--- config.mk ---
export PLATFORM = sky130hd
export DESIGN_NAME = one_wire_bus_master_top
export DESIGN_NICKNAME = d
export VERILOG_FILES = /design/src/hw/rtl/owm_pkg.sv /design/src/hw/rtl/owm_core.sv /design/src/hw/rtl/one_wire_bus_master_top.sv
export VERILOG_INCLUDE_DIRS = /design/src /design/src/hw/rtl
export SDC_FILE = /design/constraint.sdc
export NUM_CORES = 1
export LEC_CHECK = 0
export ABC_AREA = 1
export BUFFER_PORTS_ARGS = -buffer_cell sky130_fd_sc_hd__clkbuf_2
export CAP_MARGIN = 0
export CELL_PAD_IN_SITES_DETAIL_PLACEMENT = 2
export CELL_PAD_IN_SITES_GLOBAL_PLACEMENT = 2
export CORE_MARGIN = 2
export CORE_UTILIZATION = 39
export DETAILED_ROUTE_END_ITERATION = 10
export GPL_TIMING_DRIVEN = 0
export PLACE_DENSITY_LB_ADDON = 0.1
export SYNTH_ARGS = -nofsm -noshare
export SYNTH_HDL_FRONTEND = slang
export SYNTH_SLANG_ARGS = --single-unit
--- constraint.sdc ---
create_clock -name clk -period 6.2 [get_ports clk]
set_input_delay 0.62 -clock clk [delete_from_list [all_inputs] [get_ports clk]]
set_output_delay 0.62 -clock clk [all_outputs]
set_load 0.005 [all_outputs]
--- src/hw/rtl/assert_macros.svh ---
// ----------------------------------------------------------------------------
// assert_macros.svh
// Shared concurrent assertion shorthands, clocked on clk, disabled in reset.
// ----------------------------------------------------------------------------
`ifndef ASSERT_MACROS_SVH
`define ASSERT_MACROS_SVH

// Same-cycle implication.
`define OWM_ASSERT_NOW(label, ante, cons) \
    label: assert property (@(posedge clk) disable iff (!rst_n) (ante) |-> (cons)) \
        else $error("owm assertion failed");

// Next-cycle implication.
`define OWM_ASSERT_NEXT(label, ante, cons) \
    label: assert property (@(posedge clk) disable iff (!rst_n) (ante) |=> (cons)) \
        else $error("owm assertion failed");

`endif

--- src/hw/rtl/owm_pkg.sv ---
// ----------------------------------------------------------------------------
// owm_pkg
// Types, codes and timing helpers of the 1-Wire bus master.
// ----------------------------------------------------------------------------
package owm_pkg;

    localparam int TIMER_WIDTH = 10;
    localparam int DUR_W       = 10;
    localparam int CMP_W       = (TIMER_WIDTH > DUR_W) ? TIMER_WIDTH : DUR_W;
    localparam int CFG_IDX_W   = 3;
    localparam int CFG_DATA_W  = 10;

    localparam logic [CFG_IDX_W-1:0] REG_RESET_LOW      = 3'd0;
    localparam logic [CFG_IDX_W-1:0] REG_PRESENCE_WAIT  = 3'd1;
    localparam logic [CFG_IDX_W-1:0] REG_RESET_RECOVERY = 3'd2;
    localparam logic [CFG_IDX_W-1:0] REG_SLOT           = 3'd3;
    localparam logic [CFG_IDX_W-1:0] REG_START_LOW      = 3'd4;
    localparam logic [CFG_IDX_W-1:0] REG_RECOVERY       = 3'd5;

    localparam logic [9:0] RESET_LOW_DEFAULT      = 10'd480;
    localparam logic [9:0] PRESENCE_WAIT_DEFAULT  = 10'd80;
    localparam logic [9:0] RESET_RECOVERY_DEFAULT = 10'd400;
    localparam logic [7:0] SLOT_DEFAULT           = 8'd60;
    localparam logic [3:0] START_LOW_DEFAULT      = 4'd1;
    localparam logic [3:0] RECOVERY_DEFAULT       = 4'd1;

    typedef enum logic [1:0] {
        OP_TICK  = 2'd0,
        OP_RESET = 2'd1,
        OP_WRITE = 2'd2,
        OP_READ  = 2'd3
    } opcode_t;

    typedef enum logic [3:0] {
        PH_IDLE      = 4'd0,
        PH_RST_LOW   = 4'd1,
        PH_RST_WAIT  = 4'd2,
        PH_RST_RECOV = 4'd3,
        PH_W_LOW     = 4'd4,
        PH_W_REL     = 4'd5,
        PH_W_RECOV   = 4'd6,
        PH_R_LOW     = 4'd7,
        PH_R_REL     = 4'd8
    } phase_t;

    typedef struct packed {
        logic [1:0] opcode;
        logic [7:0] data_byte;
        logic       line_level;
    } owm_in_t;

    typedef struct packed {
        logic       drive_low;
        logic       busy_res;
        logic       done_res;
        logic       presence;
        logic [7:0] read_byte;
    } owm_out_t;

    typedef struct packed {
        logic [9:0] reset_low_us;
        logic [9:0] presence_wait_us;
        logic [9:0] reset_recovery_us;
        logic [7:0] slot_us;
        logic [3:0] start_low_us;
        logic [3:0] recovery_us;
    } owm_cfg_t;

    localparam logic [TIMER_WIDTH-1:0] TIMER_MAX = {TIMER_WIDTH{1'b1}};

    // Clip a duration to what the tick counter can reach.
    function automatic logic [CMP_W-1:0] clip_dur(input logic [DUR_W-1:0] d);
        logic [CMP_W-1:0] d_ext;
        logic [CMP_W-1:0] t_max;
        d_ext = CMP_W'(d);
        t_max = CMP_W'(TIMER_MAX);
        return (d_ext > t_max) ? t_max : d_ext;
    endfunction

endpackage

--- src/hw/rtl/owm_core.sv ---
// ----------------------------------------------------------------------------
// owm_core
// Phase sequencer of the bus master: one word per step, state held here.
// ----------------------------------------------------------------------------
`include "assert_macros.svh"

module owm_core (
    input  logic              clk,
    input  logic              rst_n,
    input  logic              step,
    input  owm_pkg::owm_in_t  item,
    input  owm_pkg::owm_cfg_t cfg,
    output owm_pkg::owm_out_t result
);
    import owm_pkg::*;

    phase_t                 phase_reg, phase_next;
    logic [TIMER_WIDTH-1:0] tick_reg, tick_next;
    logic [2:0]             bit_reg, bit_next;
    logic [7:0]             shift_reg, shift_next;
    logic                   presence_reg, presence_next;
    logic [7:0]             read_reg, read_next;
    logic                   done;

    logic [7:0]             shift_s;
    logic [TIMER_WIDTH-1:0] cnt;
    logic [DUR_W-1:0]       len;
    logic                   cur_bit;
    logic                   expired;

    // Sample the read bit on the first released tick.
    always_comb
    begin
        shift_s = shift_reg;
        if (phase_reg == PH_R_REL && tick_reg == '0)
        begin
            shift_s[bit_reg] = shift_reg[bit_reg] | item.line_level;
        end
    end

    assign cur_bit = shift_reg[bit_reg];
    assign cnt     = (tick_reg == TIMER_MAX) ? tick_reg : tick_reg + 1'b1;

    always_comb
    begin
        case (phase_reg)
            PH_RST_LOW:   len = cfg.reset_low_us;
            PH_RST_WAIT:  len = cfg.presence_wait_us;
            PH_RST_RECOV: len = cfg.reset_recovery_us;
            PH_W_LOW:     len = cur_bit ? DUR_W'(cfg.start_low_us) : DUR_W'(cfg.slot_us);
            PH_W_REL:     len = DUR_W'(cfg.slot_us);
            PH_W_RECOV:   len = DUR_W'(cfg.recovery_us);
            PH_R_LOW:     len = DUR_W'(cfg.start_low_us);
            PH_R_REL:     len = DUR_W'(cfg.slot_us);
            default:      len = '0;
        endcase
    end

    assign expired = !(CMP_W'(cnt) < clip_dur(len));

    // Next state.
    always_comb
    begin
        phase_next    = phase_reg;
        tick_next     = tick_reg;
        bit_next      = bit_reg;
        shift_next    = shift_reg;
        presence_next = presence_reg;
        read_next     = read_reg;
        done          = 1'b0;
        if (item.opcode != OP_TICK)
        begin
            if (phase_reg == PH_IDLE)
            begin
                tick_next = '0;
                bit_next  = '0;
                case (item.opcode)
                    OP_RESET:
                    begin
                        phase_next = PH_RST_LOW;
                    end
                    OP_WRITE:
                    begin
                        shift_next = item.data_byte;
                        phase_next = PH_W_LOW;
                    end
                    default:
                    begin
                        shift_next = '0;
                        phase_next = PH_R_LOW;
                    end
                endcase
            end
        end
        else if (phase_reg != PH_IDLE)
        begin
            shift_next = shift_s;
            if (!expired)
            begin
                tick_next = cnt;
            end
            else
            begin
                tick_next = '0;
                case (phase_reg)
                    PH_RST_LOW:
                    begin
                        phase_next = PH_RST_WAIT;
                    end
                    PH_RST_WAIT:
                    begin
                        presence_next = !item.line_level;
                        phase_next    = PH_RST_RECOV;
                    end
                    PH_RST_RECOV:
                    begin
                        phase_next = PH_IDLE;
                        done       = 1'b1;
                    end
                    PH_W_LOW, PH_W_REL, PH_W_RECOV:
                    begin
                        if (phase_reg == PH_W_LOW && cur_bit)
                        begin
                            phase_next = PH_W_REL;
                        end
                        else if (phase_reg == PH_W_LOW && cfg.recovery_us != '0)
                        begin
                            phase_next = PH_W_RECOV;
                        end
                        else if (bit_reg == 3'd7)
                        begin
                            phase_next = PH_IDLE;
                            bit_next   = '0;
                            done       = 1'b1;
                        end
                        else
                        begin
                            bit_next   = bit_reg + 3'd1;
                            phase_next = PH_W_LOW;
                        end
                    end
                    PH_R_LOW:
                    begin
                        phase_next = PH_R_REL;
                    end
                    PH_R_REL:
                    begin
                        if (bit_reg == 3'd7)
                        begin
                            read_next  = shift_s;
                            phase_next = PH_IDLE;
                            bit_next   = '0;
                            done       = 1'b1;
                        end
                        else
                        begin
                            bit_next   = bit_reg + 3'd1;
                            phase_next = PH_R_LOW;
                        end
                    end
                    default:
                    begin
                        phase_next = PH_IDLE;
                    end
                endcase
            end
        end
    end

    // Outputs, seen after this word.
    always_comb
    begin
        result.drive_low = (phase_next == PH_RST_LOW) || (phase_next == PH_W_LOW)
                        || (phase_next == PH_R_LOW);
        result.busy_res  = (phase_next != PH_IDLE);
        result.done_res  = done;
        result.presence  = presence_next;
        result.read_byte = read_next;
    end

    always_ff @(posedge clk or negedge rst_n)
    begin
        if (!rst_n)
        begin
            phase_reg    <= PH_IDLE;
            tick_reg     <= '0;
            bit_reg      <= '0;
            shift_reg    <= '0;
            presence_reg <= 1'b0;
            read_reg     <= '0;
        end
        else if (step)
        begin
            phase_reg    <= phase_next;
            tick_reg     <= tick_next;
            bit_reg      <= bit_next;
            shift_reg    <= shift_next;
            presence_reg <= presence_next;
            read_reg     <= read_next;
        end
    end

    `OWM_ASSERT_NOW(a_done_goes_idle, step && result.done_res, !result.busy_res)
    `OWM_ASSERT_NOW(a_idle_bit_clear, phase_reg == PH_IDLE, bit_reg == '0 && tick_reg == '0)
    `OWM_ASSERT_NEXT(a_idle_tick_holds,
        step && phase_reg == PH_IDLE && item.opcode == OP_TICK,
        phase_reg == PH_IDLE && $stable(read_reg) && $stable(presence_reg))

endmodule

--- src/hw/rtl/one_wire_bus_master_top.sv ---
// ----------------------------------------------------------------------------
// one_wire_bus_master_top
// 1-Wire bus master timed by one-microsecond tick words. Each input word is a
// tick (carrying the sampled line level) or a command: bus reset with presence
// detect, write byte or read byte, both LSB first. Commands are taken only
// while idle; a command given while busy is ignored. Every input word yields
// exactly one result word carrying drive_low for the open-drain pad, busy,
// a done pulse, the last presence answer and the last byte read. Throughput is
// one word per clock unless out_ready stalls; the input and result registers
// sit around the single-pass phase sequencer. The user must write timing
// registers through the plain cfg port while the master is idle; the block
// does not enforce it. Write-0 slots get a released gap of recovery_us ticks.
// ----------------------------------------------------------------------------
`include "assert_macros.svh"

module one_wire_bus_master_top (
    input  logic                                clk,
    input  logic                                rst_n,
    input  logic                                in_valid,
    output logic                                in_ready,
    input  owm_pkg::owm_in_t                    in_word,
    output logic                                out_valid,
    input  logic                                out_ready,
    output owm_pkg::owm_out_t                   out_word,
    input  logic                                cfg_write,
    input  logic [owm_pkg::CFG_IDX_W-1:0]       cfg_index,
    input  logic [owm_pkg::CFG_DATA_W-1:0]      cfg_data
);
    import owm_pkg::*;

    owm_cfg_t cfg_reg;

    logic     s1_valid_reg;
    owm_in_t  s1_item_reg;
    logic     out_valid_reg;
    owm_out_t out_word_reg;

    logic     advance;
    owm_out_t core_result;

    // Timing registers; indexes beyond the list are dropped.
    always_ff @(posedge clk or negedge rst_n)
    begin
        if (!rst_n)
        begin
            cfg_reg.reset_low_us      <= RESET_LOW_DEFAULT;
            cfg_reg.presence_wait_us  <= PRESENCE_WAIT_DEFAULT;
            cfg_reg.reset_recovery_us <= RESET_RECOVERY_DEFAULT;
            cfg_reg.slot_us           <= SLOT_DEFAULT;
            cfg_reg.start_low_us      <= START_LOW_DEFAULT;
            cfg_reg.recovery_us       <= RECOVERY_DEFAULT;
        end
        else if (cfg_write)
        begin
            case (cfg_index)
                REG_RESET_LOW:      cfg_reg.reset_low_us      <= cfg_data;
                REG_PRESENCE_WAIT:  cfg_reg.presence_wait_us  <= cfg_data;
                REG_RESET_RECOVERY: cfg_reg.reset_recovery_us <= cfg_data;
                REG_SLOT:           cfg_reg.slot_us           <= cfg_data[7:0];
                REG_START_LOW:      cfg_reg.start_low_us      <= cfg_data[3:0];
                REG_RECOVERY:       cfg_reg.recovery_us       <= cfg_data[3:0];
                default:            ;
            endcase
        end
    end

    // Advance the held word into the result register whenever that register
    // is empty or being drained this cycle.
    assign advance  = s1_valid_reg && (!out_valid_reg || out_ready);
    // Take a new word whenever the input register frees up this cycle.
    assign in_ready = !s1_valid_reg || advance;

    always_ff @(posedge clk or negedge rst_n)
    begin
        if (!rst_n)
        begin
            s1_valid_reg <= 1'b0;
        end
        else if (in_ready)
        begin
            s1_valid_reg <= in_valid;
        end
    end

    // Payload holds without reset; load only on acceptance.
    always_ff @(posedge clk)
    begin
        if (in_valid && in_ready)
        begin
            s1_item_reg <= in_word;
        end
    end

    // Sequencer state moves only when the word leaves the input register.
    owm_core u_core (
        .clk    (clk),
        .rst_n  (rst_n),
        .step   (advance),
        .item   (s1_item_reg),
        .cfg    (cfg_reg),
        .result (core_result)
    );

    always_ff @(posedge clk or negedge rst_n)
    begin
        if (!rst_n)
        begin
            out_valid_reg <= 1'b0;
        end
        else if (advance)
        begin
            out_valid_reg <= 1'b1;
        end
        else if (out_ready)
        begin
            out_valid_reg <= 1'b0;
        end
    end

    always_ff @(posedge clk)
    begin
        if (advance)
        begin
            out_word_reg <= core_result;
        end
    end

    assign out_valid = out_valid_reg;
    assign out_word  = out_word_reg;

    `OWM_ASSERT_NOW(a_stall_means_full, !in_ready, s1_valid_reg && out_valid_reg)
    `OWM_ASSERT_NEXT(a_held_word_stays, s1_valid_reg && !advance,
        s1_valid_reg && $stable(s1_item_reg))
    `OWM_ASSERT_NOW(a_low_only_busy, out_valid_reg && out_word_reg.drive_low,
        out_word_reg.busy_res)

endmodule

==> impl_metrics.toml, run 1 <==
[run_status]
status = "finished clean"

[cts]
clock_path_buffers = 2
numCtsBuffers = 9
cts_setup_buffers = 0
ctsResizeCount = 0
clk_pin_slew_worst_paths_ns = 0.07
cts_hold_buf = 0
worst_skew_pair.late_latency_ns = 0.36
cts_sinks = 105
htree_levels = 3
cts_tree = "done"
root_buffer = "clkbuf_16"

[floorplan]
core_area_mm2 = 0.0138
die_h_um = 123
num_rows = 43
design.die.area_mm2 = 0.0151
io_pins = 43
die_w_um = 123
initial_utilization_pct = 39.8

[yosys]
synthCells = 658
synth_edf_count = 23
ys_seq_area_share_pct = 50.2
avgSynthCellArea_um2 = 8.36
synth_flop_cell = "dfrtp_1"
async_reset_ff_share_pct = 78.1
ys_seq_elements = 105
syn-num-nets = 704
synthDistinctLibCells = 44
ys_warn_count = 0
synth_area_mm2 = 0.00550

[routing]
drc = 0
via_per_inst = 5.31
vias = 4765
drtIter0Drc = 229
dr.pass1.iters = 4
wire_per_inst_um = 18.8
antenna_left = 0
routed_wl_um = 16800

[power_and_ir_drop]
power.leakage_nw = 2.92
max-vdd-ir-drop_mv = 0.207
cellPowerDensity_mw_per_mm2 = 420

[sta]
clock.fmax_mhz = 251
finClkSkew_ns = 0.00673
slew_violations = 0
final_hold_viol_count = 0
final.setup.tns_ns = 0
setup_violations = 0
period_needed_ns = 3.99
rsz0062_at_grt = "no"
worstMarginPinSlew_ns = 0.665
maxSlewHeadroom_pct = 55.5
post-route-period-util_pct = 64.3

[critical_path]
critPathMaxFanout = 10
critPathRequiredTime_ns = 6.32
critPathArrivalTime_ns = 4.10
worstSetupPathType = "reg2reg"
start_kind = "flip-flop"
endpoint_kind = "flip-flop"
rrSetupSlack_ns = 2.21

[placed_design]
place_congestion = 0.847
io_buffers = 42
place_area_mm2 = 0.00597
dpl.cell_count = 881
dp_hpwl_um = 12600

[final_layout]
drive_gt1_share_pct = 17.7
fin_nets = 758
antennaDiodeCount = 0
fin_cells = 897
largest_reg_flops = 46
syn2layout_area_growth_pct = 13.9
postLayoutCellArea_mm2 = 0.00627

[global_route]
grt_start_max_net_pins = 54
grt_overflow = 0
grt_pass1_wl_um = 28300
antenna_found_initial = 0
grt_use_total_pct = 24.5
grt_pass1_vias = 5434

[flow_run]
max_cap_viol_count = 0

[hold_path]
worst_hold_path_type = "in2async"
-- kinds of logic (layout without fill, tap and decap cells) --
family / Yosys count / after routing / synth area share, %
compound gates: 125 / 125 / 13.3
flops: 105 / 105 / 50.2
buf+inv: 92 / 151 / 6.53
xor+xnor: 3 / 3 / 0.478
fa+ha+maj: 17 / 17 / 3.87
simple gates: 316 / 316 / 25.7
-- final timing paths --
check,start,to,depth (start not counted)
hold / removal,rst_n,u_core.tick_reg[6],1
hold reg to reg,cfg_reg[33],cfg_reg[33],2
setup reg to reg,u_core.phase_reg[1],out_word[11],20
min in group clk,in_word[10],s1_item_reg[10],1
setup / recovery,u_core.phase_reg[1],out_word[11],20
max in group asynchronous,rst_n,cfg_reg[44],2
-- per-layer routing --
layer  vias to the layer above  track usage [%]  wire length [um]  part of all wire (%)
li1                       2281                -                 -                     -
met1                      2417             31.9              7770                    46
met2                        52             42.3              8510                    51
met3                        15             4.55               400                   2.4
met4                         0             5.32               170                   1.0
met5                         -                0                 0                     0
-- cells in the mapped netlist, types with 2 or more instances --
| library cell | count | area share [%] |
|---|---|---|
| a221oi_1 | 7 | 1.1 |
| edfxtp_1 | 23 | 13 |
| nand2_1 | 180 | 12 |
| a22o_1 | 2 | 0.32 |
| clkbuf_1 | 13 | 0.89 |
| or2_2 | 7 | 0.80 |
| nand2_2 | 14 | 1.6 |
| nor2_1 | 48 | 3.3 |
| xor2_1 | 3 | 0.48 |
| a21oi_1 | 13 | 1.2 |
| dfstp_2 | 15 | 7.2 |
| ha_1 | 17 | 3.9 |
| o21ai_0 | 74 | 6.7 |
| o21ai_2 | 8 | 1.3 |
| nand3_2 | 2 | 0.36 |
| inv_2 | 6 | 0.41 |
| nand3_1 | 35 | 3.2 |
| nor2_4 | 3 | 0.61 |
| a31oi_1 | 7 | 0.80 |
| o21ai_1 | 5 | 0.45 |
| dfrtp_1 | 67 | 30 |
| inv_1 | 67 | 4.6 |
| nor3_1 | 8 | 0.73 |
| nand4_1 | 9 | 1.0 |
| o211ai_1 | 2 | 0.27 |
| nor2_2 | 3 | 0.34 |
| clkinv_1 | 2 | 0.14 |
| nand2_4 | 2 | 0.41 |
-- cells in the final DEF, fill, tap and decap left out, types with 3 or more instances in the layout --
cell and count:
nor3_1 8, a21oi_1 13, clkbuf_1 14, or2_2 7, inv_2 6, a31oi_1 7, clkbuf_2 42, nor2_1 48
nand2_2 14, edfxtp_1 23, o21ai_0 74, clkbuf_16 10, o21ai_2 8, xor2_1 3, ha_1 17, nand2_1 180
nand4_1 9, a221oi_1 7, dfrtp_1 67, o21ai_1 5, nand3_1 35, nor2_2 3, dfstp_2 15, inv_1 67
nor2_4 3
-- final cells by class --
type | instances | area, um2
Fill cell | 1562 | 7560
Sequential cell | 105 | 2760
Multi-Input combinational cell | 461 | 2380
Inverter | 75 | 282
Clock buffer | 12 | 268
Timing Repair Buffer | 43 | 240
Tap cell | 180 | 225
Buffer | 17 | 77.6
Clock inverter | 4 | 31.3
-- worst max-delay path: stages (launching register included) --
cell	delay (ns)
dfrtp_1	0.41
inv_1	0.16
nor2_2	0.21
nand2_1	0.12
inv_2	0.10
clkbuf_1	0.49
nand2_1	0.11
nand4_1	0.14
a221oi_1	0.07
ha_1	0.30
a21oi_1	0.15
nor2_1	0.05
a211oi_1	0.20
o221a_2	0.39
nand2_8	0.11
nand2_1	0.07
nand2_1	0.06
a21oi_1	0.34
nor2_1	0.11
nand2_1	0.07
nand2_1	0.06
-- power breakdown --
part           internal (mW)  leakage [nW]  switching (mW)  total (mW)
Sequential             0.867          1.25           0.105       0.972
Clock                  0.313         0.151           0.274       0.586
Combinational          0.333          1.53           0.741        1.07
-- through the flow --
stage                     hold slack [ns]  setup WS (ns)  total power [mW]  util, %
after global placement              0.465           2.39              1.97     42.9
after global routing                0.261           1.82              2.85     45.3
after CTS                           0.254           2.19              2.67     45.3
after floorplan                     0.324           3.23              1.71        -
final                               0.238           2.21              2.63     45.3
after detailed placement            0.478           2.30              2.05     43.2
(Power assumes the default switching activity.)
==> run 2, diff against run 1 <==
CORE_UTILIZATION = 33   (was 39)
clock period = 3.4 ns   (was 6.2 ns; I/O delays follow)
==> impl_metrics.toml, run 2 (same netlist as run 1, synthesis figures left out) <==
[routing]
wire_per_inst_um = 20.5
antenna_left = 0
vias = 5119
drtIter0Drc = 198
via_per_inst = 5.18
drc = 0
dr.pass1.iters = 4
routed_wl_um = 20300

[critical_path]
critPathRequiredTime_ns = 3.53
crit_path_cell_trace = "nand2_2 > inv_1 > nand2_2 > clkinvlp_4 > buf_6 > buf_4 > a22o_1 > a21oi_2 > ha_1 > nand4_1 > buf_4 > o221a_4 > nand2_8 > nand2_2 > nand2_2 > a21oi_4 > nor2_2 > nand2_1 > nand2_1"
worstSetupPathType = "reg2reg"
reg2regPathDepth = 19
start_kind = "flip-flop"
cp_slowest_cell = "dfrtp_2"
critPathArrivalTime_ns = 3.60
cp-startpoint = "u_core.phase_reg[0]"
crit_path_max_incr_delay_ns = 0.46
crit_path_frequent_cell = "nand2_2"
r2r-end = "out_word[11]"
r2r-start = "u_core.phase_reg[0]"
critPathCapture = "out_word[11]"
endpoint_kind = "flip-flop"
rrSetupSlack_ns = -0.07
critPathMaxFanout = 7

[placed_design]
io_buffers = 42
dp_slack_ns = -0.761
dp_hpwl_um = 12800
place_congestion = 0.805

[floorplan]
core_area_mm2 = 0.0165
die_h_um = 133
die_w_um = 133
io_pins = 43
initial_utilization_pct = 33.4
design.die.area_mm2 = 0.0177
num_rows = 47

[final_layout]
fin_nets = 810
fill_cells = 1821
mostFrequentLayoutCell = "nand2_1"
antennaDiodeCount = 0
layout_common_cells = "nand2_1 (153), o21ai_0 (71), inv_1 (61), dfrtp_1 (61), buf_4 (47)"
largest_reg_flops = 46
drive_gt1_share_pct = 34.1
syn2layout_area_growth_pct = 31.0

[run_status]
violations = "setup timing"
status = "finished, violations left"

[sta]
setup_ws_ns = -0.0710
finClkSkew_ns = 0.0117
clock.fmax_mhz = 288
rsz0062_at_grt = "yes"
period_needed_ns = 3.47
setup_violations = 2
final_hold_viol_count = 0
whs_ns = 0.140
maxSlewHeadroom_pct = 27.1
post-route-period-util_pct = 102
slew_violations = 0
worstMarginPinSlew_ns = 1.08

[cts]
cts_tree = "done"
worst_skew_pair.late_latency_ns = 0.37
htree_levels = 3
clk_pin_slew_worst_paths_ns = 0.08
cts_sinks = 105
clock_path_buffers = 2
numCtsBuffers = 9
root_buffer = "clkbuf_16"

[global_route]
grt_pass1_wl_um = 30900
grt_overflow = 0
grt_use_total_pct = 22.4
antenna_found_initial = 0
grt_pass1_vias = 5671
grt_start_max_net_pins = 53

[flow_run]
max_cap_viol_count = 0

[power_and_ir_drop]
power.leakage_nw = 3.29
max-vdd-ir-drop_mv = 0.390
cellPowerDensity_mw_per_mm2 = 840

[hold_path]
worst_hold_path_type = "in2reg"
-- run 2: per-layer routing --
metal	share of wire [%]	vias up	track usage, %
met1	43	2641	28.6
met2	52	66	39.6
li1	-	2376	-
met4	2.8	0	5.91
met5	0	-	0
met3	2.6	36	3.61
-- run 2: critical path: cells and delay by family, from the launching register on --
| family | cells | cell delay (ns) |
|---|---|---|
| flops | 1 | 0.46 |
| simple gates | 9 | 0.79 |
| compound gates | 4 | 0.94 |
| fa+ha+maj | 1 | 0.30 |
| buf+inv | 5 | 0.72 |
-- run 2: power by group --
group	switching (mW)	internal (mW)
Sequential	0.216	1.59
Combinational	1.96	1.18
Clock	0.552	0.556
-- run 2: per-stage QoR --
step | instances | area (um2) | TNS, ns | utilization (%) | power (mW)
6_report | 989 | 7210 | -0.0946 | 43.8 | 6.05
5_1_grt | 989 | 7210 | -1.78 | 43.8 | 6.44
4_1_cts | 968 | 6730 | 0 | 40.9 | 5.35
3_5_place_dp | 921 | 6020 | -15.59 | 36.6 | 3.75
3_3_place_gp | 920 | 5990 | -8.72 | 36.4 | 3.63
2_1_floorplan | 658 | 5500 | 0 | - | 3.11
-- run 2: worst min-delay path by stage --
stage,end,startpoint,cells after the start
after floorplan,cfg_reg[14],rst_n,0
after global placement,u_core.read_reg[6],u_core.read_reg[6],2
after detailed placement,u_core.tick_reg[8],rst_n,1
after CTS,s1_item_reg[9],in_word[9],1
after global routing,s1_item_reg[10],in_word[10],1
final,s1_item_reg[10],in_word[10],1
-- run 2: cell type report --
| class | count | area, um2 | share of cell area (%) |
|---|---|---|---|
| buffer | 14 | 75.1 | 1.04 |
| tap | 220 | 275 | 3.82 |
| timing repair buffer | 97 | 692 | 9.60 |
| timing repair inverter | 1 | 7.51 | 0.104 |
| sequential | 105 | 2770 | 38.4 |
| multi-input combinational | 461 | 2780 | 38.5 |
| clock buffer | 10 | 250 | 3.47 |
| clock inverter | 6 | 56.3 | 0.781 |
| inverter | 75 | 305 | 4.24 |
-- run 2: timing repair --
item                                   CTS  global route
setup endpoints to repair               38            38
gates resized for setup                 42            79
hold buffers                             1             0
cloned                                   0             1
pin swaps                               14            37
endpoints found under the hold margin   10             0
buffers inserted                        32            21
